**config.mk**
```make
export PLATFORM = sky130hd
export DESIGN_NAME = pher_fifo
export DESIGN_NICKNAME = d
export VERILOG_FILES = /design/src/hdl/pher_fifo.sv
export VERILOG_INCLUDE_DIRS = /design/src /design/src/hdl
export SDC_FILE = /design/constraint.sdc
export NUM_CORES = 1
export LEC_CHECK = 0
export BUFFER_PORTS_ARGS = -buffer_cell sky130_fd_sc_hd__buf_2
export CAP_MARGIN = 20
export CORE_MARGIN = 1
export CORE_UTILIZATION = 40
export CTS_CLUSTER_DIAMETER = 200
export DETAILED_ROUTE_END_ITERATION = 16
export GPL_ROUTABILITY_DRIVEN = 0
export RECOVER_POWER = 25
export SLEW_MARGIN = 20
export SYNTH_ARGS = -nofsm -noshare
export SYNTH_HDL_FRONTEND = slang
export SYNTH_SLANG_ARGS = --single-unit
```
**constraint.sdc**
```tcl
create_clock -name i_clk -period 2.2 [get_ports i_clk]
set_clock_uncertainty 0.2 [all_clocks]
set_input_delay 0.33 -clock i_clk [delete_from_list [all_inputs] [get_ports i_clk]]
set_output_delay 0.33 -clock i_clk [all_outputs]
set_load 0.01 [all_outputs]
```
**src/hdl/prewitt_horizontal_edge_rgb_core_macros.svh**
```systemverilog
// assertion macros shared by the fifo and front rtl files
`ifndef PREWITT_HORIZONTAL_EDGE_RGB_CORE_MACROS_SVH
`define PREWITT_HORIZONTAL_EDGE_RGB_CORE_MACROS_SVH

`ifndef SYNTHESIS

// same-cycle implication, disabled in reset
`define PHER_ASSERT_IMP(lbl, clk, rst_n, ante, cons) \
    lbl: assert property (@(posedge clk) disable iff (!(rst_n)) (ante) |-> (cons)) \
        else $error("pher assertion failed");

// next-cycle implication, disabled in reset
`define PHER_ASSERT_NXT(lbl, clk, rst_n, ante, cons) \
    lbl: assert property (@(posedge clk) disable iff (!(rst_n)) (ante) |=> (cons)) \
        else $error("pher assertion failed");

`else

`define PHER_ASSERT_IMP(lbl, clk, rst_n, ante, cons)
`define PHER_ASSERT_NXT(lbl, clk, rst_n, ante, cons)

`endif

`endif

```
**src/hdl/pher_fifo.sv**
```systemverilog
`timescale 1ns / 1ps
`include "prewitt_horizontal_edge_rgb_core_macros.svh"

module pher_fifo #(
    parameter int W      = 8,
    parameter int DEPTH  = 4,
    localparam int AW    = $clog2(DEPTH),
    localparam int CNT_W = $clog2(DEPTH + 1)
) (
    input  logic             i_clk,
    input  logic             i_rst_n,
    input  logic             i_push,
    input  logic [W-1:0]     i_data,
    input  logic             i_pop,
    output logic [W-1:0]     o_data,
    output logic             o_empty,
    output logic [CNT_W-1:0] o_count
);

    logic [W-1:0]     r_mem [DEPTH];
    logic [AW-1:0]    r_wr_ptr, n_wr_ptr;
    logic [AW-1:0]    r_rd_ptr, n_rd_ptr;
    logic [CNT_W-1:0] r_count,  n_count;

    always_comb begin
        n_wr_ptr = r_wr_ptr;
        n_rd_ptr = r_rd_ptr;
        n_count  = r_count;
        if (i_push) begin
            n_wr_ptr = (r_wr_ptr == AW'(DEPTH - 1)) ? '0 : r_wr_ptr + AW'(1);
        end
        if (i_pop) begin
            n_rd_ptr = (r_rd_ptr == AW'(DEPTH - 1)) ? '0 : r_rd_ptr + AW'(1);
        end
        if (i_push && !i_pop) begin
            n_count = r_count + CNT_W'(1);
        end else if (i_pop && !i_push) begin
            n_count = r_count - CNT_W'(1);
        end
    end

    always_ff @(posedge i_clk) begin
        if (!i_rst_n) begin
            r_wr_ptr <= '0;
            r_rd_ptr <= '0;
            r_count  <= '0;
        end else begin
            r_wr_ptr <= n_wr_ptr;
            r_rd_ptr <= n_rd_ptr;
            r_count  <= n_count;
        end
    end

    always_ff @(posedge i_clk) begin
        if (i_push) begin
            r_mem[r_wr_ptr] <= i_data;
        end
    end

    assign o_data  = r_mem[r_rd_ptr];
    assign o_empty = (r_count == '0);
    assign o_count = r_count;

    `PHER_ASSERT_IMP(a_no_overflow, i_clk, i_rst_n, r_count == CNT_W'(DEPTH), !i_push)
    `PHER_ASSERT_IMP(a_no_underflow, i_clk, i_rst_n, r_count == '0, !i_pop)

endmodule

```
Word-level counts from Yosys, hierarchy flattened
Memories as Yosys holds them, arrays and structs flattened. A register that Yosys moved wholly into a read port is not among the register bits.
Cells that the tools add are included.
{"block": "totals", "register_bits": 7, "mem_bits_rw": 32, "n_memories": 1}
{"memory": "r_mem", "words": 4, "word_bits": 8, "rd": 1, "rd_clocked_by_memory_dff": 1, "write_ports": 1, "line_no": "pher_fifo.sv:20", "source": "logic [W-1:0] r_mem [DEPTH];"}
{"block": "classes", "n_addsub": 4, "n_eq_ne": 2, "n_mux": 8, "reduce_logical": 6}
{"op": "2-bit 2-to-1 mux", "count": 4}
{"op": "3-bit 2-to-1 mux", "count": 2}
{"op": "2-bit by 1-bit adder with 2-bit output, second input constant", "count": 2}
{"op": "2-bit equality test, second input constant", "count": 2}
{"op": "3-bit by 1-bit adder with 3-bit output, second input constant", "count": 1}
{"op": "3-bit logical NOT", "count": 1}
{"op": "3-bit by 1-bit subtractor with 3-bit output, second input constant", "count": 1}
{"op": "1-bit logical AND", "count": 2}
{"op": "1-bit logical NOT", "count": 2}
{"op": "1-bit 2-to-1 mux", "count": 2}
{"op": "2-bit nonzero test", "count": 1}

Logic depth before layout (Yosys ltp)
{"block": "depth", "ltp_word": 4, "depth_mapped": 7}

Worst setup path after synthesis
Ideal clock, no wire load.
{"block": "synth_path", "path_kind": "input to register", "from": "in i_pop", "to": "reg r_count[2] (netlist: o_count[2])", "setup_time_ns": 0.070, "arrival_time_ns": 1.523, "required_time_ns": 1.930, "setup_slack_ns": 0.407, "stages": 7, "path_cell_list": "inv_1 -> ha_1 -> inv_1 -> fa_1 -> xor2_1 -> or3_1 -> a21boi_1"}
{"block": "synth_via", "elab_chain_cells": 3, "elab_cells_between_ends": 5}
{"item": "start: declaration", "line_no": "pher_fifo.sv:14", "source": "input logic i_pop,"}
{"item": "1-bit logical NOT", "line_no": "pher_fifo.sv:35", "source": "if (i_push && !i_pop) begin"}
{"item": "1-bit logical AND", "line_no": "pher_fifo.sv:35"}
{"item": "3-bit 2-to-1 mux or 2-bit nonzero test (tied branches)"}
{"item": "end signal: assignment", "line_no": "pher_fifo.sv:50", "source": "r_count <= n_count;"}
{"item": "end: declaration", "line_no": "pher_fifo.sv:23", "source": "logic [CNT_W-1:0] r_count, n_count;"}
Several ways; a longest one is shown, not always the timed one.
A chain may end at the register's enable or synchronous reset.

==> run metrics <==
status finished, final reports clean; Slew headroom 0.714; first-pass GRT wire length 3850 um; post-DP HPWL 1630 um; critical-path cell list buf_4 -> mux4_2 -> buf_2; Setup Fix Bufs, Post-CTS 0; Syn. warnings 0; CTS tree yes; Pwr Total 1.53 mW; Post-synth EDFFs 32; wire length per cell 14.1 um; CP Class register to output port; Clock Pin Slew Worst Setup and Hold Paths 0.07 ns; Row Count 22; Yosys top cell area share 0.598; Non-Filler Instances 162; core area 3770 um2; CP max stage delay 0.52 ns; worst reg-to-reg setup slack 0.51 ns; largest area contributor in the netlist edfxtp_1; CP Buf/Inv Count 2; syn avg cell area 18.9 um2; crit end category output port; Mapped Cells 85; total grt overflow 0; dpl cells 155; post-synthesis sequential area ratio 0.710; total nets after synthesis 104; Setup WS pre-CTS 0.155 ns; top-count cell post-synth edfxtp_1; H-tree depth 2; CTS root buffer clkbuf_8; CP arrival 1.47 ns; Critical Path Start Type register; final hold vios 0; Overall Global Routing Usage 0.128; DR pass1 iterations 4; vias in the first global route 843; number of top-level pins 24; Die Span X 65.4 um; fill count 321; post-layout minimum cycle time 2.00 ns; PD cells 832 nW/um2; post-cts sizing count 0; asr flop ratio synth 0; Die ar. 4280 um2; fin. max-slew vios 0; ranking of synthesized cells by area edfxtp_1, dfxtp_1, mux4_2; RSZ-0062 raised after global routing false; final setup vio count 0; Lkg Pwr 0.667 nW; Iter 0 DRT Violations 31; Sink Count 41; worst-margin pin slew 0.429 ns; vias per inst 4.86; MaxCap Viol Count 0; Final Cycle Share 0.909; height of the chip 65.4 um; Syn Std Cell Area 1610 um2; Synth Flop Type edfxtp_1; clock tree buffer depth 2; Worst-Skew Late Latency 0.28 ns; crit path max-delay cell type mux4_2; # DRC 0; Final WS setup 0.199 ns; Setup TNS 0 ns; Cell variety after synth 19; # diodes 0; initial antenna violation count 0; flops & latches, synth 41; Peak VDD IR 346 uV; # hold bufs at CTS 0; largest net degree at the start of global routing 12; Post-Route WL 2290 um; CP required 1.67 ns; vias 788; layout net count 133; Max Freq 500 MHz; top cells by count, synth edfxtp_1, dfxtp_1, mux4_2; layout cells sized above 1 0.272; Worst Hold Class input pin to register; total CTS buffers 5; area grow syn2layout 14.6%; Initial Util 0.426; Final ANT Viol Nets 0; worst-path maximum fanout 8; buffers added on ports 23; CP top delay family multiplexers
==> final cells by class <==
type,count,area (um2),share of cell area
sequential,41,1140,0.619
multi-input combinational,38,435,0.236
timing repair buffer,24,115,0.0625
clock buffer,6,72.6,0.0394
tap,48,60.1,0.0326
inverter,4,15.0,0.00815
clock inverter,1,3.75,0.00204
==> sequential cells by signal, summed over array words and instances (netlist names), named ones only <==
register / flops
o_count: 3
r_mem: 32
r_rd_ptr: 2
r_wr_ptr: 2
==> layout by cell type (no fill, tap or decap), types with 4 or more instances in the layout <==
master and count:
inv_1 4, dfxtp_1 9, edfxtp_1 32, clkbuf_8 5, buf_2 17, ha_1 6, mux2i_1 4, clkbuf_1 7
and2_1 5, mux4_2 8, nor2b_1 5
==> through the flow <==
step           utilization  cell area, um2  hold slack, ns
5_1_grt              0.489            1840          0.0720
3_5_place_dp         0.470            1770           0.317
6_report             0.489            1840          0.0709
4_1_cts              0.491            1850          0.0534
3_3_place_gp         0.470            1770           0.289
2_1_floorplan            -            1610           0.229
==> routing by layer <==
metal  vias up  global-route usage  routed length (um)
met4         0              0.0408                  25
met3         4              0.0556                 128
met5         -                   0                   0
li1        375                   -                   -
met2        20               0.226                1200
met1       389               0.138                 929
==> worst paths after layout <==
kind,from,to,depth (start not counted)
worst max-delay path,register,o_data[2],3
worst min-delay path,i_data[4],r_mem[0][4],1
worst max register to register,o_count[0],o_count[2],4
worst min register to register,o_count[2],o_count[2],2
==> cells by family after synthesis <==
family | count (synthesis) | synth area share
buffers and inverters | 6 | 0.0194
adders and majority gates | 7 | 0.0591
DFF | 41 | 0.710
muxes | 12 | 0.137
and+or+nand+nor | 14 | 0.0514
xor gates and xnor gates | 2 | 0.0109
AOI/OAI and AO/OA | 3 | 0.0125
==> worst reg2reg max path: cells and delay by family, from the launching register on <==
kind                       cells  cell delay [ns]
adders and majority gates      1             0.45
AOI/OAI and AO/OA              1             0.14
DFF                            1             0.36
xor gates and xnor gates       1             0.17
and+or+nand+nor                1             0.31
==> report_power, final <==
part           total (mW)  switching [mW]  internal, mW  leakage [nW]
clock               0.441           0.228         0.214        0.0387
sequential          0.908          0.0271         0.881         0.368
combinational       0.184          0.0916        0.0927         0.260
total                1.53           0.346          1.19         0.667
Note: power is estimated with default switching activity, not from simulation.
