### src/hdl/prewitt_horizontal_edge_rgb_core_macros.svh
// assertion macros shared by the fifo and front rtl files
`ifndef PREWITT_HORIZONTAL_EDGE_RGB_CORE_MACROS_SVH
`define PREWITT_HORIZONTAL_EDGE_RGB_CORE_MACROS_SVH

`ifndef SYNTHESIS

// same-cycle implication, disabled in reset
`define PHER_ASSERT_IMP(lbl, clk, rst_n, ante, cons) \
    lbl: assert property (@(posedge clk) disable iff (!(rst_n)) (ante) |-> (cons)) \
        else $error("pher assertion failed");

// next-cycle implication, disabled in reset
`define PHER_ASSERT_NXT(lbl, clk, rst_n, ante, cons) \
    lbl: assert property (@(posedge clk) disable iff (!(rst_n)) (ante) |=> (cons)) \
        else $error("pher assertion failed");

`else

`define PHER_ASSERT_IMP(lbl, clk, rst_n, ante, cons)
`define PHER_ASSERT_NXT(lbl, clk, rst_n, ante, cons)

`endif

`endif

### src/hdl/pher_pkg.sv
`timescale 1ns / 1ps

package pher_pkg;

    localparam int DEF_MAX_WIDTH = 2048;
    localparam int CFG_W         = 12;
    localparam int MIN_DIM       = 3;
    localparam int Q_DEPTH       = 4;
    localparam int Q_CNT_W       = $clog2(Q_DEPTH + 1);

    localparam logic [CFG_W-1:0] RESET_WIDTH  = 12'd640;
    localparam logic [CFG_W-1:0] RESET_HEIGHT = 12'd480;

    // register indexes on the config port
    localparam logic CFG_IMAGE_WIDTH  = 1'b0;
    localparam logic CFG_IMAGE_HEIGHT = 1'b1;

    // floor(m / 3) == (m * 683) >> 11 for every m up to 765
    localparam logic [9:0] DIV3_MUL   = 10'd683;
    localparam int         DIV3_SHIFT = 11;

    // rgb pixel, red in the low byte
    typedef logic [23:0] t_pix;
    // one window column: {upper, middle, lower}
    typedef logic [71:0] t_col3;

    typedef struct packed {
        t_col3       left;
        t_col3       right;
        logic [11:0] row;
        logic [10:0] col;
        logic        last;
    } t_entry;

    typedef struct packed {
        logic [11:0] row;
        logic [10:0] col;
        logic [7:0]  red;
        logic [7:0]  green;
        logic [7:0]  blue;
        logic        last;
    } t_result;

endpackage

### src/hdl/pher_back.sv
`timescale 1ns / 1ps

module pher_back (
    input  logic                         i_clk,
    input  logic                         i_rst_n,
    input  pher_pkg::t_entry             i_q_entry,
    input  logic                         i_q_empty,
    output logic                         o_q_pop,
    input  logic [pher_pkg::Q_CNT_W-1:0] i_out_count,
    output logic                         o_res_push,
    output pher_pkg::t_result            o_res
);

    import pher_pkg::*;

    localparam int QW = Q_CNT_W + 1;

    logic             take;
    logic [9:0]       pos [3];
    logic [9:0]       neg [3];
    logic [9:0]       mag [3];
    logic [19:0]      prod [3];

    logic             r_a_valid;
    logic [9:0]       r_a_mag [3];
    logic [11:0]      r_a_row;
    logic [10:0]      r_a_col;
    logic             r_a_last;

    logic             r_b_valid;
    t_result          r_b;

    // credit check: words in flight must always fit the result queue
    assign take    = !i_q_empty &&
                     ((QW'(i_out_count) + QW'(r_a_valid) + QW'(r_b_valid)) < QW'(Q_DEPTH));
    assign o_q_pop = take;

    always_comb begin
        for (int k = 0; k < 3; k++) begin
            pos[k] = 10'(i_q_entry.right[48 + 8*k +: 8]) + 10'(i_q_entry.right[24 + 8*k +: 8])
                   + 10'(i_q_entry.right[8*k +: 8]);
            neg[k] = 10'(i_q_entry.left[48 + 8*k +: 8]) + 10'(i_q_entry.left[24 + 8*k +: 8])
                   + 10'(i_q_entry.left[8*k +: 8]);
            mag[k] = (pos[k] >= neg[k]) ? pos[k] - neg[k] : neg[k] - pos[k];
            prod[k] = 20'(r_a_mag[k]) * 20'(DIV3_MUL);
        end
    end

    always_ff @(posedge i_clk) begin
        if (!i_rst_n) begin
            r_a_valid <= 1'b0;
            r_b_valid <= 1'b0;
        end else begin
            r_a_valid <= take;
            r_b_valid <= r_a_valid;
        end
    end

    always_ff @(posedge i_clk) begin
        if (take) begin
            for (int k = 0; k < 3; k++) begin
                r_a_mag[k] <= mag[k];
            end
            r_a_row  <= i_q_entry.row;
            r_a_col  <= i_q_entry.col;
            r_a_last <= i_q_entry.last;
        end
        if (r_a_valid) begin
            r_b.row   <= r_a_row;
            r_b.col   <= r_a_col;
            r_b.red   <= prod[0][DIV3_SHIFT +: 8];
            r_b.green <= prod[1][DIV3_SHIFT +: 8];
            r_b.blue  <= prod[2][DIV3_SHIFT +: 8];
            r_b.last  <= r_a_last;
        end
    end

    assign o_res_push = r_b_valid;
    assign o_res      = r_b;

endmodule

### config.mk
export PLATFORM = sky130hd
export DESIGN_NAME = pher_back
export DESIGN_NICKNAME = d
export VERILOG_FILES = /design/src/hdl/prewitt_horizontal_edge_rgb_core_macros.svh /design/src/hdl/pher_pkg.sv /design/src/hdl/pher_back.sv
export SDC_FILE = /design/constraint.sdc
export NUM_CORES = 1
export LEC_CHECK = 0
export ABC_AREA = 1
export ABC_CLOCK_PERIOD_IN_PS = 5610
export BUFFER_PORTS_ARGS = -buffer_cell sky130_fd_sc_hd__buf_2
export CORE_MARGIN = 2
export CORE_UTILIZATION = 54
export DETAILED_ROUTE_END_ITERATION = 7
export GPL_ROUTABILITY_DRIVEN = 0
export PLACE_DENSITY = 0.79
export SLEW_MARGIN = 20
export SYNTH_ARGS = -nofsm -noshare
export SYNTH_HDL_FRONTEND = slang
export SYNTH_SLANG_ARGS = --single-unit
### constraint.sdc
create_clock -name i_clk -period 5.61 [get_ports i_clk]
set_clock_uncertainty 0.2 [all_clocks]
set_input_delay 0.561 -clock i_clk [delete_from_list [all_inputs] [get_ports i_clk]]
set_output_delay 0.561 -clock i_clk [all_outputs]
set_load 0.01 [all_outputs]
After elaboration in Yosys (flattened, before gate mapping). Memory sizes are Yosys's and may differ from the RTL's. Index checks and enable logic that the tools add are counted.

Add/sub/neg operators: 20. $mul: 3. Order comparisons: 4. Muxes and demuxes: 5. Reductions and logical operators: 2.

Operator list (number): $add 9x8->10 (6); $sub 10x10->10 (6); $mul 10x10->19 const B (3); $add 8x8->9 (6); $ge 10x10->1 (3); $mux 10 (3); $add 3x1->4 (1); $add 4x1->4 (1); $lt 4x3->1 const B (1); $mux 1 (2); $logic_and 1x1->1 (1); $logic_not 1->1 (1).

Register bits after elaboration: 74. RAM bits: 30. Output and inout bits: 50. Word-level logic and storage cells: 46. Memories: 1.

Memory list: r_a_mag (words 3, bits a word 10, rd ports 3, clocked after Yosys merged registers in 0, wr ports 3, line pher_back.sv:25) `logic [9:0] r_a_mag [3];`.

Depth between registers and ports, before layout.
Depth in word-level cells: 6. Gate-level depth with buffers: 25. Depth with buffers taken out: 24.

Worst setup path before layout. OpenSTA, ideal clock, no wires.

Path type: register to output. From: register r_a_valid. To: output port o_q_pop. Arrival time: 5.325 ns. Data required time: 4.849 ns. Slack: -0.476 ns. Cell stages (with the launch flop): 3. Cell sequence: dfxtp_1 a21o_1 a211oi_1.

Cells in the longest elaborated chain, start to end: 4.

RTL lines: from (decl) (line pher_back.sv:24) `logic r_a_valid;`; from (signal assigned) (line pher_back.sv:54) `r_a_valid <= take;`; $add 3x1->4 (line pher_back.sv:35) `((QW'(i_out_count) + QW'(r_a_valid) + QW'(r_b_valid)) < QW'(Q_DEPTH));`; $add 4x1->4 (line pher_back.sv:35); $lt 4x3->1 (line pher_back.sv:35); $logic_and 1x1->1 (line pher_back.sv:34) `assign take = !i_q_empty &&`; to (decl) (line pher_back.sv:8) `output logic o_q_pop,`.

Every way passes these cells.

==> results.md <==
- In the layout the commonest cells are 400 x sky130_fd_sc_hd__nand2_1, 382 x sky130_fd_sc_hd__inv_1, 274 x sky130_fd_sc_hd__ha_1, 223 x sky130_fd_sc_hd__buf_2, 123 x sky130_fd_sc_hd__fa_1.
- The tightest min-delay check is of the input pin to register type.
- STA puts the critical path data arrival time at 4.31 ns.
- The maximum fanout encountered on the critical timing path is 5.
- The pin count of the biggest net entering global routing is 50.
- Ranked by total cell area, the synthesized netlist is headed by sky130_fd_sc_hd__ha_1 23%, sky130_fd_sc_hd__edfxtp_1 21%, sky130_fd_sc_hd__fa_1 17%.
- The average footprint of a synthesized cell is 8.343 um2.
- STA classifies the critical path endpoint as a register.
- The cell depth of the worst min-delay path is 1.
- When the netlist entered floorplanning its net count stood at 2348.
- The filler cell count in the final layout is 2244.
- From synthesis to final layout, the design area changed by 12.31%.
- The startpoint identified for the worst hold timing path is i_q_entry[12].
- The final number of setup-violating endpoints is 0.
- Global routing used 21.69% of the available tracks.
- The clock drives 104 sinks.
- The overall overflow remaining after global route is 0.
- Prior to clock tree synthesis, the placed netlist has a worst setup slack of 1.217 ns.
- In the routed layout, each cell is associated on average with a via count of 5.043.
- The number of cell instances on the worst register-to-register path is 16.
- After synthesis, the largest area contributor takes up 23.12% of total cell area.
- The via count of the first global-routing pass is 11920.
- The worst hold path endpoint is r_a_row[0].
- The total of cells resized after clock tree synthesis is 0.
- The dominant cell type by area after synthesis is sky130_fd_sc_hd__ha_1.
- Clock tree synthesis inserted a total of 9 buffers.
- Detailed placement finished with a half-perimeter wire length of 26.44 mm.
- The sequential cell area fraction in the yosys report is 20.93%.
- The total count of max-transition violations in the final report is 0.
- CTS placed an instance of sky130_fd_sc_hd__clkbuf_16 at the clock tree root.
- The cell area that synthesis handed to floorplanning was 14830 um2.
- The clock passes through at most 2 buffers.
- The first global-routing pass estimated 52.02 mm of wire.
- The number of antenna diodes in the final layout is 0.
- The detail route stage leaves a number of antenna-violating nets equal to 0.
- The number of library cell types mapped by synthesis is 39.
- The worst flop-to-flop path endpoint is o_res[21].
- After clock tree synthesis, the clock-pin slew on the worst setup and hold paths is 0.09 ns.
- Once the clock tree was built, the setup fixing pass inserted 0 buffers.
- The fraction of synthesis flops using an asynchronous set or reset pin is 0%.
- The floorplan has 60 rows.
- The total I/O pin count is 224.
- The fraction of final layout cells sized beyond drive strength 1 is 13.44%.
- The ratio of final minimum period to clock period is 78.27%.
- The H-tree depth is 3.
- The core box area is 26950 um2.
- The net count of the finished layout is 2575.
- In this run the critical register-to-register path is launched from r_a_mag[0][5].
- Across the run, the number of max-cap violations was 0.
- STA classifies the critical path startpoint as a register.
- The initial antenna violation count came to 0.
- Across all register-to-register paths, the minimum setup slack is 1.22 ns.
- The number of port buffers is 223.
- The flow ran to the end, and the final reports show no timing, DRC or antenna violations.
- STA puts the critical path data required time at 5.53 ns.
- The setup TNS is 0 ns.
- The number of hold violations in the final report came to 0.
- The kind of critical path is register to register.
- The later pin in the worst-skew pair is clocked with a latency of 0.37 ns.
- The worst setup margin is 1.219 ns.
- The actual transition at the worst max-transition pin is 0.6128 ns.
- The first detailed-routing pass ran for 5 iterations.
- The quantity of hold-fixing buffers added after cts is 0.
- The most used flip-flop cell after synthesis is sky130_fd_sc_hd__edfxtp_1.
- The post-route DRC violation count is 0.
- Measured against its own limit, the worst slew margin works out to 59.14%.
- Leaving out fill and tap cells, the most frequent cell in the layout is sky130_fd_sc_hd__nand2_1.
- The starting utilization of the core area is 55.01%.
- The routed layout has 11850 vias.
- Subtracting the final worst setup slack from the clock period gives 4.391 ns.
- The TritonCTS clock tree is built.
- Yosys mapped a number of flops with a built-in enable equal to 102.
- Counting every instance in the synthesized netlist gives 1777.
- The maximum clock frequency is 227.7 MHz.
- The total length of routed wires is 29.80 mm.
- Setup repair after global routing left no endpoint under its margin.
- The height of the die is 169.7 um.
- Synthesis inferred 104 register bits.
- The number of violations reported at the end of detailed-routing iteration 0 is 634.
- The die is 169.7 um wide.
- The area of the die is 28800 um2.
- In the final routed layout, each cell accounts on average for 12.68 um.
- The number of warnings printed during yosys synthesis is 0.
[worst max-delay path: stages, from the launching register on]
cell and delay, ns:
sky130_fd_sc_hd__edfxtp_1 0.50, sky130_fd_sc_hd__ha_1 0.35, sky130_fd_sc_hd__inv_1 0.05, sky130_fd_sc_hd__fa_1 0.48
sky130_fd_sc_hd__inv_1 0.05, sky130_fd_sc_hd__fa_1 0.50, sky130_fd_sc_hd__inv_1 0.05, sky130_fd_sc_hd__fa_1 0.53
sky130_fd_sc_hd__inv_1 0.04, sky130_fd_sc_hd__ha_1 0.28, sky130_fd_sc_hd__ha_1 0.36, sky130_fd_sc_hd__a21oi_1 0.21
sky130_fd_sc_hd__nor2_1 0.06, sky130_fd_sc_hd__a211oi_1 0.28, sky130_fd_sc_hd__nand2_1 0.09, sky130_fd_sc_hd__nand2_1 0.06
sky130_fd_sc_hd__nand2_1 0.05
[area by class of cell]
| class | count | area, um2 | share of cell area, % |
|---|---|---|---|
| Clock inverter | 7 | 91.34 | 0.5485 |
| Tap cell | 341 | 426.7 | 2.562 |
| Inverter | 387 | 1453 | 8.724 |
| Multi-Input combinational cell | 1276 | 10210 | 61.33 |
| Clock buffer | 9 | 225.2 | 1.353 |
| Timing Repair Buffer | 226 | 1139 | 6.838 |
| Sequential cell | 104 | 3104 | 18.64 |
[cell usage after synthesis, types with 6 or more instances]
master / number
sky130_fd_sc_hd__a21o_1: 10
sky130_fd_sc_hd__a21oi_1: 101
sky130_fd_sc_hd__a21oi_2: 7
sky130_fd_sc_hd__edfxtp_1: 102
sky130_fd_sc_hd__fa_1: 123
sky130_fd_sc_hd__ha_1: 274
sky130_fd_sc_hd__inv_1: 382
sky130_fd_sc_hd__nand2_1: 400
sky130_fd_sc_hd__nand3_1: 80
sky130_fd_sc_hd__nand3b_1: 12
sky130_fd_sc_hd__nand4_1: 16
sky130_fd_sc_hd__nor2_1: 67
sky130_fd_sc_hd__nor3_1: 6
sky130_fd_sc_hd__o21ai_0: 28
sky130_fd_sc_hd__o21ai_1: 25
sky130_fd_sc_hd__o21bai_1: 9
sky130_fd_sc_hd__or2_2: 6
sky130_fd_sc_hd__xnor2_1: 17
sky130_fd_sc_hd__xor2_1: 58
[registers in the layout, indices dropped and copies added (netlist names)]
| name | flops |
|---|---|
| r_a_row | 12 |
| o_res | 48 |
| r_a_mag | 30 |
| r_a_col | 11 |
| o_res_push | 1 |
| r_a_last | 1 |
| r_a_valid | 1 |
[worst max-delay path by stage]
stage                               from             end  slack (ns)  cells past startpoint
after floorplan                r_a_valid         o_q_pop        1.30                      2
after global placement    i_q_entry[105]  r_a_mag[0][16]        1.30                     22
after detailed placement  i_q_entry[105]  r_a_mag[0][16]        1.22                     22
after CTS                  r_a_mag[0][5]       o_res[21]        1.21                     16
after global routing       r_a_mag[0][5]       o_res[21]        0.97                     18
final                      r_a_mag[0][5]       o_res[21]        1.22                     16
[through the flow]
step | area (um2) | hold WS [ns] | utilization (%) | cells
after floorplan | 14830 | 0.2003 | - | 1777
after global routing | 16650 | 0.1572 | 61.78 | 2350
after CTS | 16650 | 0.1575 | 61.78 | 2350
after global placement | 16330 | 0.2004 | 60.61 | 2334
after detailed placement | 16330 | 0.2045 | 60.61 | 2334
final | 16650 | 0.1701 | 61.78 | 2350
[logic make-up (layout without fill, tap and decap cells)]
logic type,Yosys count,in the layout,synth area share [%]
buffers and inverters,397,629,10.27
AND/OR/NAND/NOR,602,602,16.90
adder cells (fa/ha/maj),397,397,39.73
XOR/XNOR,75,75,4.431
flip-flops,104,104,20.93
AO/OA/AOI/OAI,202,202,7.739
[per-layer routing]
layer	routed length (um)	global-route usage, %	part of all wire, %	up-vias
met5	0	0	0	-
met4	474	5.054	1.6	0
met3	1407	2.589	4.7	35
met2	13870	37.99	47	321
met1	14050	28.77	47	5354
li1	-	-	-	6140
Power is left out: the tool's default activity adds up to more than one toggle a clock period on the data nets, which glitch-free logic cannot reach.
