==> config.mk <==
export PLATFORM = sky130hd
export DESIGN_NAME = pher_front
export DESIGN_NICKNAME = d
export VERILOG_FILES = /design/src/hdl/pher_pkg.sv /design/src/hdl/pher_front.sv
export VERILOG_INCLUDE_DIRS = /design/src /design/src/hdl
export SDC_FILE = /design/constraint.sdc
export NUM_CORES = 1
export LEC_CHECK = 0
export BUFFER_PORTS_ARGS = -buffer_cell sky130_fd_sc_hd__buf_2
export CAP_MARGIN = 20
export CORE_UTILIZATION = 43
export CTS_CLUSTER_SIZE = 14
export DETAILED_ROUTE_END_ITERATION = 8
export GPL_ROUTABILITY_DRIVEN = 0
export MAX_ROUTING_LAYER = met4
export PLACE_DENSITY = 0.7
export RECOVER_POWER = 50
export SYNTH_ARGS = -nofsm -noshare
export SYNTH_HDL_FRONTEND = slang
export SYNTH_SLANG_ARGS = --single-unit
==> constraint.sdc <==
create_clock -name i_clk -period 8.9 [get_ports i_clk]
set_input_delay 0.445 -clock i_clk [delete_from_list [all_inputs] [get_ports i_clk]]
set_output_delay 0.445 -clock i_clk [all_outputs]
set_load 0.05 [all_outputs]
==> src/hdl/prewitt_horizontal_edge_rgb_core_macros.svh <==
// assertion macros shared by the fifo and front rtl files
`ifndef PREWITT_HORIZONTAL_EDGE_RGB_CORE_MACROS_SVH
`define PREWITT_HORIZONTAL_EDGE_RGB_CORE_MACROS_SVH

`ifndef SYNTHESIS

// same-cycle implication, disabled in reset
`define PHER_ASSERT_IMP(lbl, clk, rst_n, ante, cons) \
    lbl: assert property (@(posedge clk) disable iff (!(rst_n)) (ante) |-> (cons)) \
        else $error("pher assertion failed");

// next-cycle implication, disabled in reset
`define PHER_ASSERT_NXT(lbl, clk, rst_n, ante, cons) \
    lbl: assert property (@(posedge clk) disable iff (!(rst_n)) (ante) |=> (cons)) \
        else $error("pher assertion failed");

`else

`define PHER_ASSERT_IMP(lbl, clk, rst_n, ante, cons)
`define PHER_ASSERT_NXT(lbl, clk, rst_n, ante, cons)

`endif

`endif

==> src/hdl/pher_pkg.sv <==
`timescale 1ns / 1ps

package pher_pkg;

    localparam int DEF_MAX_WIDTH = 2048;
    localparam int CFG_W         = 12;
    localparam int MIN_DIM       = 3;
    localparam int Q_DEPTH       = 4;
    localparam int Q_CNT_W       = $clog2(Q_DEPTH + 1);

    localparam logic [CFG_W-1:0] RESET_WIDTH  = 12'd640;
    localparam logic [CFG_W-1:0] RESET_HEIGHT = 12'd480;

    // register indexes on the config port
    localparam logic CFG_IMAGE_WIDTH  = 1'b0;
    localparam logic CFG_IMAGE_HEIGHT = 1'b1;

    // floor(m / 3) == (m * 683) >> 11 for every m up to 765
    localparam logic [9:0] DIV3_MUL   = 10'd683;
    localparam int         DIV3_SHIFT = 11;

    // rgb pixel, red in the low byte
    typedef logic [23:0] t_pix;
    // one window column: {upper, middle, lower}
    typedef logic [71:0] t_col3;

    typedef struct packed {
        t_col3       left;
        t_col3       right;
        logic [11:0] row;
        logic [10:0] col;
        logic        last;
    } t_entry;

    typedef struct packed {
        logic [11:0] row;
        logic [10:0] col;
        logic [7:0]  red;
        logic [7:0]  green;
        logic [7:0]  blue;
        logic        last;
    } t_result;

endpackage

==> src/hdl/pher_front.sv <==
`timescale 1ns / 1ps
`include "prewitt_horizontal_edge_rgb_core_macros.svh"

module pher_front #(
    parameter int MAX_WIDTH = pher_pkg::DEF_MAX_WIDTH,
    localparam int CW       = $clog2(MAX_WIDTH)
) (
    input  logic                       i_clk,
    input  logic                       i_rst_n,
    input  logic                       i_cfg_we,
    input  logic                       i_cfg_idx,
    input  logic [pher_pkg::CFG_W-1:0] i_cfg_data,
    input  logic                       i_push,
    input  pher_pkg::t_pix             i_px,
    output logic                       o_full,
    input  logic [pher_pkg::Q_CNT_W-1:0] i_q_count,
    output logic                       o_rd_en,
    output logic [CW-1:0]              o_rd_addr,
    input  pher_pkg::t_pix             i_up_rd,
    input  pher_pkg::t_pix             i_mid_rd,
    output logic                       o_wr_en,
    output logic [CW-1:0]              o_wr_addr,
    output pher_pkg::t_pix             o_up_wr,
    output pher_pkg::t_pix             o_mid_wr,
    output logic                       o_q_push,
    output pher_pkg::t_entry           o_q_entry
);

    import pher_pkg::*;

    localparam int WW = (CW + 1 > CFG_W + 1) ? CW + 1 : CFG_W + 1;
    localparam int CX = (CW > 11) ? CW : 11;
    localparam int QW = Q_CNT_W + 1;

    logic [CFG_W-1:0] r_cfg_w, r_cfg_h;
    logic [11:0]      r_row, n_row;
    logic [CW-1:0]    r_col, n_col;

    logic             r_s1_valid;
    t_pix             r_s1_px;
    logic [CW-1:0]    r_s1_addr;
    logic             r_s1_hit;
    logic [11:0]      r_s1_row;
    logic [10:0]      r_s1_col;
    logic             r_s1_last;

    t_col3            r_win0, r_win1;

    logic             acc;
    logic [WW-1:0]    cfg_w_x, eff_w, col_x, row_x, eff_h;
    logic [CX-1:0]    col_cx;
    logic             hit, last, wrap_col, wrap_row;

    always_comb begin
        cfg_w_x = WW'(r_cfg_w);
        if (cfg_w_x < WW'(MIN_DIM)) begin
            eff_w = WW'(MIN_DIM);
        end else if (cfg_w_x > WW'(MAX_WIDTH)) begin
            eff_w = WW'(MAX_WIDTH);
        end else begin
            eff_w = cfg_w_x;
        end
        eff_h    = (r_cfg_h < CFG_W'(MIN_DIM)) ? WW'(MIN_DIM) : WW'(r_cfg_h);
        col_x    = WW'(r_col);
        row_x    = WW'(r_row);
        col_cx   = CX'(r_col) - CX'(1);
        hit      = (row_x >= WW'(2)) && (col_x >= WW'(2)) && (row_x < eff_h) && (col_x < eff_w);
        last     = (row_x == eff_h - WW'(1)) && (col_x == eff_w - WW'(1));
        wrap_col = (col_x + WW'(1)) >= eff_w;
        wrap_row = (row_x + WW'(1)) >= eff_h;
    end

    // one slot is kept for the word in the read stage
    assign o_full = (QW'(i_q_count) + QW'(r_s1_valid)) >= QW'(Q_DEPTH);
    assign acc    = i_push && !o_full;

    always_comb begin
        n_col = r_col;
        n_row = r_row;
        if (acc) begin
            if (wrap_col) begin
                n_col = '0;
                n_row = wrap_row ? 12'd0 : r_row + 12'd1;
            end else begin
                n_col = r_col + CW'(1);
            end
        end
    end

    always_ff @(posedge i_clk) begin
        if (!i_rst_n) begin
            r_cfg_w    <= RESET_WIDTH;
            r_cfg_h    <= RESET_HEIGHT;
            r_row      <= '0;
            r_col      <= '0;
            r_s1_valid <= 1'b0;
            r_win0     <= '0;
            r_win1     <= '0;
        end else begin
            if (i_cfg_we) begin
                unique case (i_cfg_idx)
                    CFG_IMAGE_WIDTH:  r_cfg_w <= i_cfg_data;
                    CFG_IMAGE_HEIGHT: r_cfg_h <= i_cfg_data;
                    default:          r_cfg_w <= r_cfg_w;
                endcase
            end
            r_row      <= n_row;
            r_col      <= n_col;
            r_s1_valid <= acc;
            if (r_s1_valid) begin
                r_win1 <= r_win0;
                r_win0 <= {i_up_rd, i_mid_rd, r_s1_px};
            end
        end
    end

    always_ff @(posedge i_clk) begin
        if (acc) begin
            r_s1_px   <= i_px;
            r_s1_addr <= r_col;
            r_s1_hit  <= hit;
            r_s1_row  <= r_row - 12'd1;
            r_s1_col  <= col_cx[10:0];
            r_s1_last <= last;
        end
    end

    // line stores read on accept, rotated in the cycle after at the same column
    assign o_rd_en   = acc;
    assign o_rd_addr = r_col;
    assign o_wr_en   = r_s1_valid;
    assign o_wr_addr = r_s1_addr;
    assign o_up_wr   = i_mid_rd;
    assign o_mid_wr  = r_s1_px;

    assign o_q_push        = r_s1_valid && r_s1_hit;
    assign o_q_entry.left  = r_win1;
    assign o_q_entry.right = {i_up_rd, i_mid_rd, r_s1_px};
    assign o_q_entry.row   = r_s1_row;
    assign o_q_entry.col   = r_s1_col;
    assign o_q_entry.last  = r_s1_last;

    `PHER_ASSERT_NXT(a_store_write, i_clk, i_rst_n, acc, o_wr_en && (o_wr_addr == $past(r_col)))

endmodule

## After elaboration in Yosys (flattened, before gate mapping)

Index checks and enable logic that the tools add are counted.

| operators by class | value |
|---|---|
| shifts and indexed selects | 0 |
| $lt $le $gt $ge | 10 |
| $add $sub $neg | 9 |
| bitwise operators | 1 |
| mux-type cells | 5 |
| multipliers | 0 |
| equal/unequal tests | 2 |
| divide/modulo/power cells | 0 |
| reduce and logical (&&, ||, !) cells | 10 |

Operators with widths:

| kind | number |
|---|---|
| 12-bit 2-to-1 mux | 4 |
| 12-bit by 2-bit less-than comparator with 1-bit output, second input constant | 2 |
| 12-bit by 1-bit adder with 13-bit output, second input constant | 1 |
| 11-bit by 13-bit equality test with 1-bit output | 1 |
| 12-bit by 13-bit equality test with 1-bit output | 1 |
| 12-bit by 13-bit greater-or-equal comparator with 1-bit output | 1 |
| 13-bit by 12-bit greater-or-equal comparator with 1-bit output | 1 |
| 11-bit by 13-bit less-than comparator with 1-bit output | 1 |
| 12-bit by 1-bit subtractor with 13-bit output, second input constant | 1 |
| 13-bit by 1-bit subtractor with 13-bit output, second input constant | 1 |
| 11-bit by 1-bit adder with 12-bit output, second input constant | 1 |
| 12-bit by 1-bit adder with 12-bit output, second input constant | 1 |
| 12-bit by 2-bit greater-or-equal comparator with 1-bit output, second input constant | 1 |
| 12-bit greater-than comparator, second input constant | 1 |
| 12-bit less-than comparator | 1 |
| 12-bit by 1-bit subtractor with 12-bit output, second input constant | 1 |
| 11-bit by 1-bit adder with 11-bit output, second input constant | 1 |
| 11-bit by 2-bit greater-or-equal comparator with 1-bit output, second input constant | 1 |
| 11-bit 2-to-1 mux | 1 |
| 11-bit by 1-bit subtractor with 11-bit output, second input constant | 1 |
| 1-bit logical AND | 6 |
| 2-bit AND reduction | 3 |
| 3-bit by 1-bit adder with 4-bit output | 1 |
| 4-bit by 3-bit greater-or-equal comparator with 1-bit output, second input constant | 1 |
| 2 further kinds | 2 |

| storage, ports and cells | value |
|---|---|
| bits in writable memories | 0 |
| input port bits | 92 |
| ROM bits | 0 |
| memories | 0 |
| latch bits | 0 |
| output and inout bits | 242 |
| flip-flop bits (word level) | 252 |
| logic and storage cells | 50 |

## Logic depth before layout (Yosys ltp)

Gate-level depths: netlist of run 1.

| depth | value |
|---|---|
| depth after elaboration | 6 |
| gate-level depth with buffers | 15 |

## Worst setup path before layout of run 1

No wires, ideal clock.

| timing path | value |
|---|---|
| path kind | register to register |
| start point | reg r_s1_valid, in the netlist o_wr_en |
| end point | reg r_col[7], in the netlist o_rd_addr[7] |
| path slack | 5197 ps |
| setup time | 124 ps |
| stages on the path, launching flop included | 7 |
| required time | 8776 ps |
| clock period less this slack | 3703 ps |
| path buffers | 0 |
| arrival | 3579 ps |
| cell sequence | dfxtp_1 -> a31oi_1 -> nand2_1 -> clkinv_1 -> and3_1 -> o21ai_0 -> a21boi_0 |

| between the ends | value |
|---|---|
| word-level cells in the longest chain between the ends | 4 |

RTL lines:

| item | RTL line | RTL |
|---|---|---|
| start, declared | pher_front.sv:39 | `logic r_s1_valid;` |
| start signal, assigned | pher_front.sv:96 | `r_s1_valid <= 1'b0;` |
| start signal, assigned | pher_front.sv:109 | `r_s1_valid <= acc;` |
| 3-bit by 1-bit adder with 4-bit output | pher_front.sv:74 | `assign o_full = (QW'(i_q_count) + QW'(r_s1_valid)) >= QW'(Q_DEPTH);` |
| 4-bit by 3-bit greater-or-equal comparator with 1-bit output | pher_front.sv:74 |  |
| 1-bit logical NOT | pher_front.sv:75 | `assign acc = i_push && !o_full;` |
| 1-bit logical AND | pher_front.sv:75 |  |
| via o_rd_en | pher_front.sv:17 | `output logic o_rd_en,` |
| end signal, assigned | pher_front.sv:108 | `r_col <= n_col;` |
| end, declared | pher_front.sv:37 | `logic [CW-1:0] r_col, n_col;` |

The timed path passes the listed nets, and every way through them passes these cells.
A chain may end at the register's enable or synchronous reset.

## Final worst setup path of run 1

| timing path | value |
|---|---|
| start point | reg r_s1_valid, in the netlist o_wr_en |
| end point | out o_rd_en |

| between the ends | value |
|---|---|
| word-level cells in the longest chain between the ends | 4 |

RTL lines:

| item | RTL line |
|---|---|
| 3-bit by 1-bit adder with 4-bit output | pher_front.sv:74 |
| 4-bit by 3-bit greater-or-equal comparator with 1-bit output | pher_front.sv:74 |
| 1-bit logical NOT | pher_front.sv:75 |
| 1-bit logical AND | pher_front.sv:75 |
| end, declared | pher_front.sv:17 |

Every way passes these cells.

==> results by group, run 1 <==
Status
  • Outcome: finished, violations left
  • Failing checks: capacitance limit, slew limit

Final layout
  • Commonest non-fill, non-tap cell in the layout: clkbuf_1
  • Cell area after layout: 14400 µm²
  • Share of layout cells above drive strength 1: between 10% and 20%
  • Register area: ~5600 µm²
  • Area Growth Syn to Fin: 14.7%
  • Commonest non-fill, non-tap cells in the layout: clkbuf_1 (197), dfxtp_1 (192), nor2b_1 (153)
  • Post-route core utilization: 50.2%
  • Number of fill cells in the layout: 2764
  • Multi-input logic area: 5820 µm²
  • Final nets: approximately 1600

Global route
  • Initial antenna violation count: 1
  • Largest net degree at the start of global routing: 103
  • GR Util met2: 33.6%
  • Overflow after GRT: 0
  • Vias in the first global route: approximately 8400
  • First-pass GRT wire length: 46500 µm
  • GR peak layer: met2
  • Met1 GRT Util: between 20% and 30%
  • GRT Overall Usage: 19.9%
  • Met3 Use GR: about 3.5%

Synth
  • Yosys cell types: 68
  • Synth warn: 0
  • Synth Register Bits: 252
  • Post-synth EDFFs: 60
  • Mapped Nets: around 1400
  • Mapped Cells: between 1000 and 1500
  • Cell Area, Synth: 12600 µm²
  • Fraction of registers with async set/reset: 0%
  • Synth area leaders: dfxtp_1 (31%), edfxtp_1 (14%), mux2i_1 (12%), nor2b_1 (7.6%), buf_4 (5.8%)
  • Yosys top cell by area: dfxtp_1
  • Register area share after synthesis: 44.9%
  • Main synth FF type: dfxtp_1
  • Synthesized area per cell: 10.2 µm²
  • Top-area cell type share of the netlist area: 30.6%

Min path
  • Hold depth: 1
  • Worst min-delay path category: in -> reg

Clocking
  • Clk Latency, worst-skew pair: 0.55 ns
  • Root buf cell: clkbuf_16
  • Reg clk slew, reported paths: 0.06 ns
  • CTS tree: done
  • H-tree Lvls: 1
  • CTS resizes: 0
  • Num CTS Buffers: 28
  • CTS max path bufs: 3
  • Hold-fix buffers, CTS: 0
  • Clk sinks: 252
  • Total setup buffers inserted after CTS: 0

Die
  • FP Rows: 62
  • Io pins: between 300 and 400
  • Initial core utilization: 43.8%
  • Core footprint: 28700 µm²
  • Die footprint: 29900 µm²
  • Die width: 173 µm
  • Die Y-Extent: between 150 and 200 µm

Place
  • Dpl cell area: 13800 µm²
  • Port Buffers: 333
  • DP HPWL: 22100 µm

Timing
  • Worst Tran Pin Value: 3.60 ns
  • Final setup vio count: 0
  • Slew Limit Fails: 147
  • Fin crit period: 5.10 ns
  • Crit share post-route: 57.4%
  • Unrepaired setup endpoints after global routing: false
  • Final Hold Fails: 0
  • Max Freq: 0.196 GHz
  • Max_slew headroom: -140%
  • Worst Skew: 0.0112 ns
  • Fin Setup TNS: 0 ns
  • Final hold slack: 0.0630 ns

Drt
  • Post-DRT Antenna Nets: 0
  • Via count: 9240
  • First-pass detailed-route iteration total: 7
  • Initial drt markers: 680
  • DR WL/cell: 16.3 µm
  • DRC viols: 0
  • Drt total wl: ~30000 µm
  • Vias per cell: 5.01

Power
  • Peak VDD IR: 134 µV
  • PwrDens: between 150 and 200 nW/µm²
  • Static leakage power: approximately 5.4 nW
  • Total power: around 2.7 mW

Critical path
  • Reg2reg path depth: 7
  • Setup crit end kind: primary output
  • CP startpoint kind: flip-flop
  • CP required: 8.46 ns
  • Kind of critical path: reg -> out
  • Worst Path Arrival: 4.66 ns
  • Critical path fanouts, max: 47

Job
  • Max_cap viols: 2
==> path summary, 6_finish.rpt <==
path / end / startpoint / slack (ns)
worst min register to register: r_cfg_h[9] / r_cfg_h[9] / 0.51
worst max-delay path: o_rd_en / o_wr_en / 3.80
worst min-delay path: o_mid_wr[12] / i_px[12] / 0.06
worst max register to register: o_rd_addr[7] / o_wr_en / 4.42
==> per-layer routing <==
layer	share of wire (%)	vias up
met1	43	4317
li1	-	4582
met5	0	-
met3	5.2	56
met4	3.1	0
met2	49	285
==> per-stage QoR <==
stage | cells | setup WS [ns]
after global placement | 1791 | 5.37
final | 1843 | 3.80
after CTS | 1842 | 5.02
after global routing | 1843 | 3.35
after detailed placement | 1791 | 5.25
after floorplan | 1238 | 5.20
==> critical path: stages (launching register included) <==
cell and delay, ns:
dfxtp_1 1.99, a31oi_1 0.31, nand2_1 0.50, clkinv_2 0.48, buf_4 0.50, buf_2 0.31
==> cell usage after synthesis (all sizes together), types with 2 or more instances <==
library cell / count
o21a: 8
dfxtp: 192
nand4: 8
nand2: 97
edfxtp: 60
or2: 7
nor3b: 2
nand3b: 5
xor2: 27
o211ai: 12
a2111oi: 6
inv: 27
nor4: 11
ha: 56
mux2i: 149
a21boi: 21
a211oi: 8
nand3: 22
clkbuf: 53
or4: 5
nor3: 15
nand2b: 11
a21oi: 14
a32o: 5
a21o: 6
o2111ai: 4
and3: 12
o21ai: 19
or3: 4
xnor2: 33
nor2b: 153
and2: 5
nor2: 36
o22ai: 6
a31oi: 2
buf: 116
==> sequential cells by signal, summed over array words and instances, names as in the netlist, 11 cells and up <==
name and flops:
o_mid_wr 24, o_rd_addr 11, o_wr_addr 11, r_cfg_h 12, r_cfg_w 12, r_row 12
r_s1_col 11, r_s1_row 12, r_win0 72, r_win1 72
==> where the power goes <==
| part | switching, mW | internal [mW] |
|---|---|---|
| clock | 0.463 | 0.649 |
| sequential | 0.0270 | 1.20 |
| combinational | 0.242 | 0.105 |
==> logic make-up (layout without fill, tap and decap cells) <==
group                    Yosys count  count (layout)  share of synthesized area, %
AO/OA/AOI/OAI                    124             124                          7.29
XOR/XNOR                          60              60                          4.18
adder cells (fa/ha/maj)           56              56                          5.57
buffers and inverters            197             417                          8.86
flip-flops                       252             252                          44.9
multiplexers                     150             150                          11.9
other                              0               1                             0
AND/OR/NAND/NOR                  399             399                          17.3
==> cell type report <==
type | instances | area share [%]
Sequential cell | 252 | 39.1
Antenna cell | 1 | 0.0174
Timing Repair Buffer | 338 | 10.2
Multi-Input combinational cell | 789 | 40.3
Tap cell | 384 | 3.33
Clock inverter | 8 | 0.694
Inverter | 28 | 0.738
Clock buffer | 43 | 5.53
Power figures use the tool's default switching activity.
==> run 2, diff against run 1 <==
Clock period 8.9 ns to 4.8 ns, I/O delays scaled along.
==> run 2 against run 1 <==
The flow still finishes with violations (capacitance limit, slew limit); sequential share of layout area shrank 2.0 points; sequential power grew 85%; cell area grew 5.3%; final cell count grew 3.9%; power grew 91%; non-clock buffer count grew 72; critical path depth is the same; largest power group unchanged; highest routed layer unchanged; wire length grew 4.8%.
==> results by group, run 2 (synthesis gave the netlist of run 1 again) <==
Critical path
  • Cell family with most CP delay: buffers and inverters
  • Setup crit end kind: primary output
  • Worst Path Arrival: 3.66 ns
  • Kind of critical path: reg -> out
  • CP required: between 4 and 5 ns
  • CP startpoint kind: flip-flop
  • Max incr delay on CP: 0.95 ns
  • Crit path depth: 5
  • Reg2reg path depth: 14
  • Critical path fanouts, max: 42
  • Cell Chain, Critical Path: a31oi_1 > nand2_1 > clkinv_2 > buf_4 > buf_2
  • Max stage delay cell, worst path: dfxtp_1
  • Crit path buf inv count: 3

Place
  • DP HPWL: between 20000 and 25000 µm
  • Placed Cells: 1790
  • Placement Setup Slack: 1.16 ns
  • Port Buffers: ~330

Clocking
  • CTS tree: done
  • CTS max path bufs: 3
  • Hold-fix buffers, CTS: 73
  • Clk Latency, worst-skew pair: 0.56 ns
  • Clk sinks: 252
  • CTS resizes: 0
  • Total setup buffers inserted after CTS: 0
  • H-tree Lvls: 1
  • Root buf cell: clkbuf_16
  • Reg clk slew, reported paths: ~0.060 ns
  • Num CTS Buffers: 28

Drt
  • First-pass detailed-route iteration total: 6
  • DRC viols: 0
  • Initial drt markers: 636
  • Drt total wl: 31600 µm
  • DR WL/cell: 16.5 µm
  • Post-DRT Antenna Nets: 0
  • Via count: 9559
  • Vias per cell: between 4 and 5

Global route
  • Overflow after GRT: 0
  • GRT Overall Usage: 20.8%
  • Largest net degree at the start of global routing: 132
  • First-pass GRT wire length: between 40000 and 50000 µm
  • Vias in the first global route: between 9000 and 10000
  • Initial antenna violation count: 0

Timing
  • Final Hold Fails: 0
  • Max Freq: 0.256 GHz
  • Max_slew headroom: -72.7%
  • Crit share post-route: about four fifths
  • Worst Skew: 0.0173 ns
  • Setup WS post-layout: 0.899 ns
  • Slew Limit Fails: 83
  • Worst Tran Pin Value: 2.59 ns
  • Fin Setup TNS: 0 ns
  • Unrepaired setup endpoints after global routing: false
  • Final setup vio count: 0
  • Fin crit period: between 3 and 4 ns

Die
  • Die Y-Extent: 173 µm
  • Initial core utilization: 43.8%
  • Io pins: 334
  • Die width: about 170 µm
  • FP Rows: 62
  • Die footprint: 29900 µm²
  • Core footprint: between 20000 and 30000 µm²

Min path
  • Hold depth: 3
  • Worst min-delay path category: in -> reg

Power
  • PwrDens: 338 nW/µm²
  • Peak VDD IR: 270 µV
  • Static leakage power: 5.72 nW

Final layout
  • Commonest non-fill, non-tap cells in the layout: clkbuf_1 (211), dfxtp_1 (192), nor2b_1 (153)
  • Area Growth Syn to Fin: 20.8%
  • Final nets: 1657
  • Non-Filler Instances: 1915
  • Commonest non-fill, non-tap cell in the layout: clkbuf_1
  • N_diodes: 0
  • Share of layout cells above drive strength 1: around an eighth

Status
  • Failing checks: capacitance limit, slew limit
  • Outcome: finished, violations left

Job
  • Max_cap viols: 1
run 2: power breakdown:
part	internal (mW)	switching [mW]
logic	0.230	0.464
registers	2.23	0.0470
clock network	1.29	0.879
run 2: metal layers:
metal | global-route usage, % | vias up | wire length (µm)
li1 | - | 4715 | -
met4 | 8.15 | 0 | 1180
met2 | 35.3 | 296 | 15400
met3 | 3.72 | 72 | 1710
met1 | 24.3 | 4476 | 13300
met5 | - | - | 0
run 2: worst paths after layout:
check / start / to / slack [ns]
worst min-delay path: i_mid_rd[18] / r_win0[42] / 0.03
worst max-delay path: o_wr_en / o_rd_en / 0.90
worst min register to register: r_win1[24] / r_win1[24] / 0.51
worst max register to register: r_cfg_w[3] / r_s1_last / 1.09
run 2: tightest hold or removal path, delay by kind of cell:
| family | cells | cell delay (ns) |
|---|---|---|
| simple gates | 1 | 0.10 |
| buf+inv | 1 | 0.12 |
| mux | 1 | 0.08 |
run 2: area by class of cell:
class                      instances  area (µm²)
tap                              384         480
inverter                          28         106
timing repair buffer             410        2180
clock inverter                    12         146
sequential                       252        5650
clock buffer                      40         807
multi-input combinational        789        5820
fill                            2611       13500
run 2: through the flow:
stage	util, %	hold WS, ns	instance area, µm²	total power [mW]
3_3_place_gp	48.0	0.416	13800	2.97
5_1_grt	52.9	0.0229	15200	5.33
2_1_floorplan	-	0.339	12600	2.85
3_5_place_dp	48.0	0.418	13800	2.98
6_report	52.9	0.0310	15200	5.14
4_1_cts	53.8	0.00570	15400	5.19
==> run 3, diff against run 2 <==
Settings changed: ABC_AREA set to 1, PLACE_DENSITY 0.7 to 0.73.
Clock period 4.8 ns to 3.3 ns, I/O delays scaled along.
==> run 3 against run 2 <==
The flow now finishes without violations; power grew 48%; die area shrank 4.5%; largest power group unchanged; sequential share of layout area grew 0.88 points; sequential power grew 48%; clock skew shrank 0.011 ns; flip-flop and latch count is the same; via count grew 15%.
==> results by group, run 3 <==
Critical path
  • CP required: approximately 3.8 ns
  • Worst r2r dst: r_row[11]
  • Max stage delay cell, worst path: dfxtp_1
  • Setup crit end kind: flip-flop
  • Cell Chain, Critical Path: ha_1 > nand2_1 > nor2_2 > nand3_1 > nor2_1 > nand2_1 > xor2_1 > ha_1 > a21oi_1 > o211ai_1 > a21oi_2 > nand2_1 > nor3_4 > buf_6 > nand2_1 > a21oi_1
  • R2r startpoint: r_row[1]
  • Kind of critical path: reg -> reg
  • Crit path top cell by count: nand2_1
  • Reg2reg path depth: 16
  • Critical path fanouts, max: 9
  • CP startpoint kind: flip-flop
  • R2r setup slk: 0.21 ns
  • Max incr delay on CP: 0.48 ns
  • Worst Path Arrival: around 3.5 ns

Global route
  • First-pass GRT wire length: 52000 µm
  • Met3 Use GR: between 4 and 5%
  • Overflow after GRT: 0
  • Met1 GRT Util: 26.5%
  • GRT Overall Usage: 23.0%
  • Vias in the first global route: between 10000 and 15000
  • Largest net degree at the start of global routing: between 80 and 90
  • Initial antenna violation count: 0
  • GR peak layer: met2
  • GR Util met2: 39.7%

Die
  • Initial core utilization: 44.2%
  • Die width: 169 µm
  • Die Y-Extent: ~170 µm
  • Core footprint: between 20000 and 30000 µm²
  • Io pins: 334
  • Die footprint: 28600 µm²
  • FP Rows: 60

Clocking
  • Clk sinks: 252
  • CTS max path bufs: 3
  • Root buf cell: clkbuf_16
  • CTS tree: done
  • Num CTS Buffers: 27
  • Reg clk slew, reported paths: 0.06 ns
  • Clk Latency, worst-skew pair: 0.52 ns
  • H-tree Lvls: 1

Drt
  • First-pass detailed-route iteration total: 8
  • Initial drt markers: 779
  • Drt total wl: between 30000 and 40000 µm
  • Post-DRT Antenna Nets: 0
  • Via count: roughly 11000
  • DRC viols: 0
  • DR WL/cell: between 15 and 20 µm
  • Vias per cell: between 4 and 5

Synth
  • Post-synth EDFFs: 60
  • Synth Register Bits: between 200 and 300
  • Yosys top cell by area: dfxtp_1
  • Register area share after synthesis: 47.0%
  • Top cells by count, synth: nor2_1 (370), dfxtp_1 (192), o21ai_0 (183)
  • Mapped Nets: 1637
  • Synthesized area per cell: between 8 and 9 µm²
  • Mapped Cells: 1489
  • Main synth FF type: dfxtp_1
  • Fraction of registers with async set/reset: 0%
  • Synth warn: 0
  • Top-area cell type share of the netlist area: about a third
  • Yosys cell types: 42
  • Synth area leaders: dfxtp_1 (32%), edfxtp_1 (15%), nor2_1 (12%), o21ai_0 (7.6%), buf_4 (6.3%)
  • Cell Area, Synth: 12000 µm²
  • Most common cell in the netlist: nor2_1

Final layout
  • Final nets: approximately 2000
  • Share of layout cells above drive strength 1: 12.1%
  • N_diodes: 0
  • Area Growth Syn to Fin: 23.7%
  • Commonest non-fill, non-tap cell in the layout: nor2_1
  • Commonest non-fill, non-tap cells in the layout: nor2_1 (368), clkbuf_1 (225), dfxtp_1 (189)

Place
  • Port Buffers: roughly 330
  • Placement Setup Slack: 0.0877 ns
  • DP HPWL: 22800 µm

Min path
  • Hold depth: 4
  • Hold path startpoint: i_cfg_idx
  • Worst min-delay path category: in -> reg
  • Hold Path End: r_cfg_w[7]

Status
  • Outcome: finished, final reports clean

Timing
  • Final hold slack: 0.0928 ns
  • Setup WS post-layout: between 0.2 and 0.25 ns
  • Max Freq: 0.324 GHz
  • Worst Tran Pin Value: 0.746 ns
  • Fin crit period: 3.09 ns
  • Worst Skew: 0.00652 ns
  • Final Hold Fails: 0
  • Max_slew headroom: 50.2%
  • Crit share post-route: between 90% and 100%
  • Final setup vio count: 0
  • Slew Limit Fails: 0

Power
  • Static leakage power: about 6.6 nW
  • Peak VDD IR: 305 µV
  • PwrDens: 512 nW/µm²

Job
  • Max_cap viols: 0
run 3: cell types whose count changed in the layout (fill, tap and decap cells not counted), sizes merged, moves of 12 or more:
cell	change
nor2	+335
dlygate4sd3	+14
xor2	+13
o21ai	+165
and3	-12
a21boi	-21
inv	+60
nor2b	-152
nand3	+33
xnor2	-28
clkbuf	+13
mux2i	-149
nand2	+60
a21oi	+39
run 3: layer usage:
layer / vias up / part of all wire, %
met1: 5059 / 41
met5: - / 0
met3: 92 / 6.7
met4: 0 / 3.5
li1: 5400 / -
met2: 402 / 49
run 3: how the worst max path moves through the flow:
| stage | from | end | slack (ns) | depth (start not counted) |
|---|---|---|---|---|
| 6_report | r_row[1] | r_row[11] | 0.21 | 16 |
| 5_1_grt | o_rd_addr[1] | r_row[1] | -0.04 | 18 |
| 3_3_place_gp | o_rd_addr[1] | r_row[11] | 0.25 | 16 |
| 2_1_floorplan | o_wr_en | r_row[8] | 0.01 | 8 |
| 4_1_cts | o_rd_addr[1] | r_row[11] | 0.06 | 18 |
| 3_5_place_dp | o_rd_addr[1] | r_row[11] | 0.09 | 18 |
run 3: final cells by class:
type | count | area, µm²
fill | 2599 | 12300
multi-input combinational | 984 | 5060
clock inverter | 9 | 100
tap | 372 | 465
inverter | 90 | 340
clock buffer | 40 | 774
sequential | 252 | 5650
timing repair buffer | 445 | 2460
run 3: metrics by stage:
stage / TNS [ns] / std cells / power (mW) / utilization (%) / area (µm²)
final: 0 / 2192 / 7.61 / 54.6 / 14900
after global routing: -0.0622 / 2192 / 7.92 / 54.6 / 14900
after CTS: 0 / 2190 / 7.70 / 55.5 / 15100
after global placement: 0 / 2054 / 4.60 / 49.0 / 13300
after floorplan: 0 / 1489 / 4.36 / - / 12000
after detailed placement: 0 / 2054 / 4.62 / 49.0 / 13300
run 3: what timing repair did:
| item | in CTS | in global routing |
|---|---|---|
| hold endpoints to repair | 95 | 0 |
| gates resized for setup | 0 | 13 |
| buffers inserted | 0 | 2 |
| setup endpoints to repair | 0 | 23 |
| hold buffers | 87 | 0 |
run 3: critical path, delay by kind of cell (launching register included):
family,cells,cell delay (ns)
and+or+nand+nor,8,1.08
adders and majority gates,2,0.55
AOI/OAI and AO/OA,4,0.49
DFF,1,0.48
xor gates and xnor gates,1,0.23
buffers and inverters,1,0.18
run 3: power by group:
| group | internal [mW] | switching [mW] |
|---|---|---|
| sequential | 3.30 | 0.0794 |
| combinational | 0.326 | 0.922 |
| clock | 1.77 | 1.21 |
| total | 5.40 | 2.21 |
run 3: logic make-up after synthesis:
logic type,after synthesis,synth area share [%]
flip-flops,252,47.0
XOR/XNOR,45,3.28
buffers and inverters,253,11.2
adder cells (fa/ha/maj),56,5.84
AND/OR/NAND/NOR,625,21.3
AO/OA/AOI/OAI,258,11.4
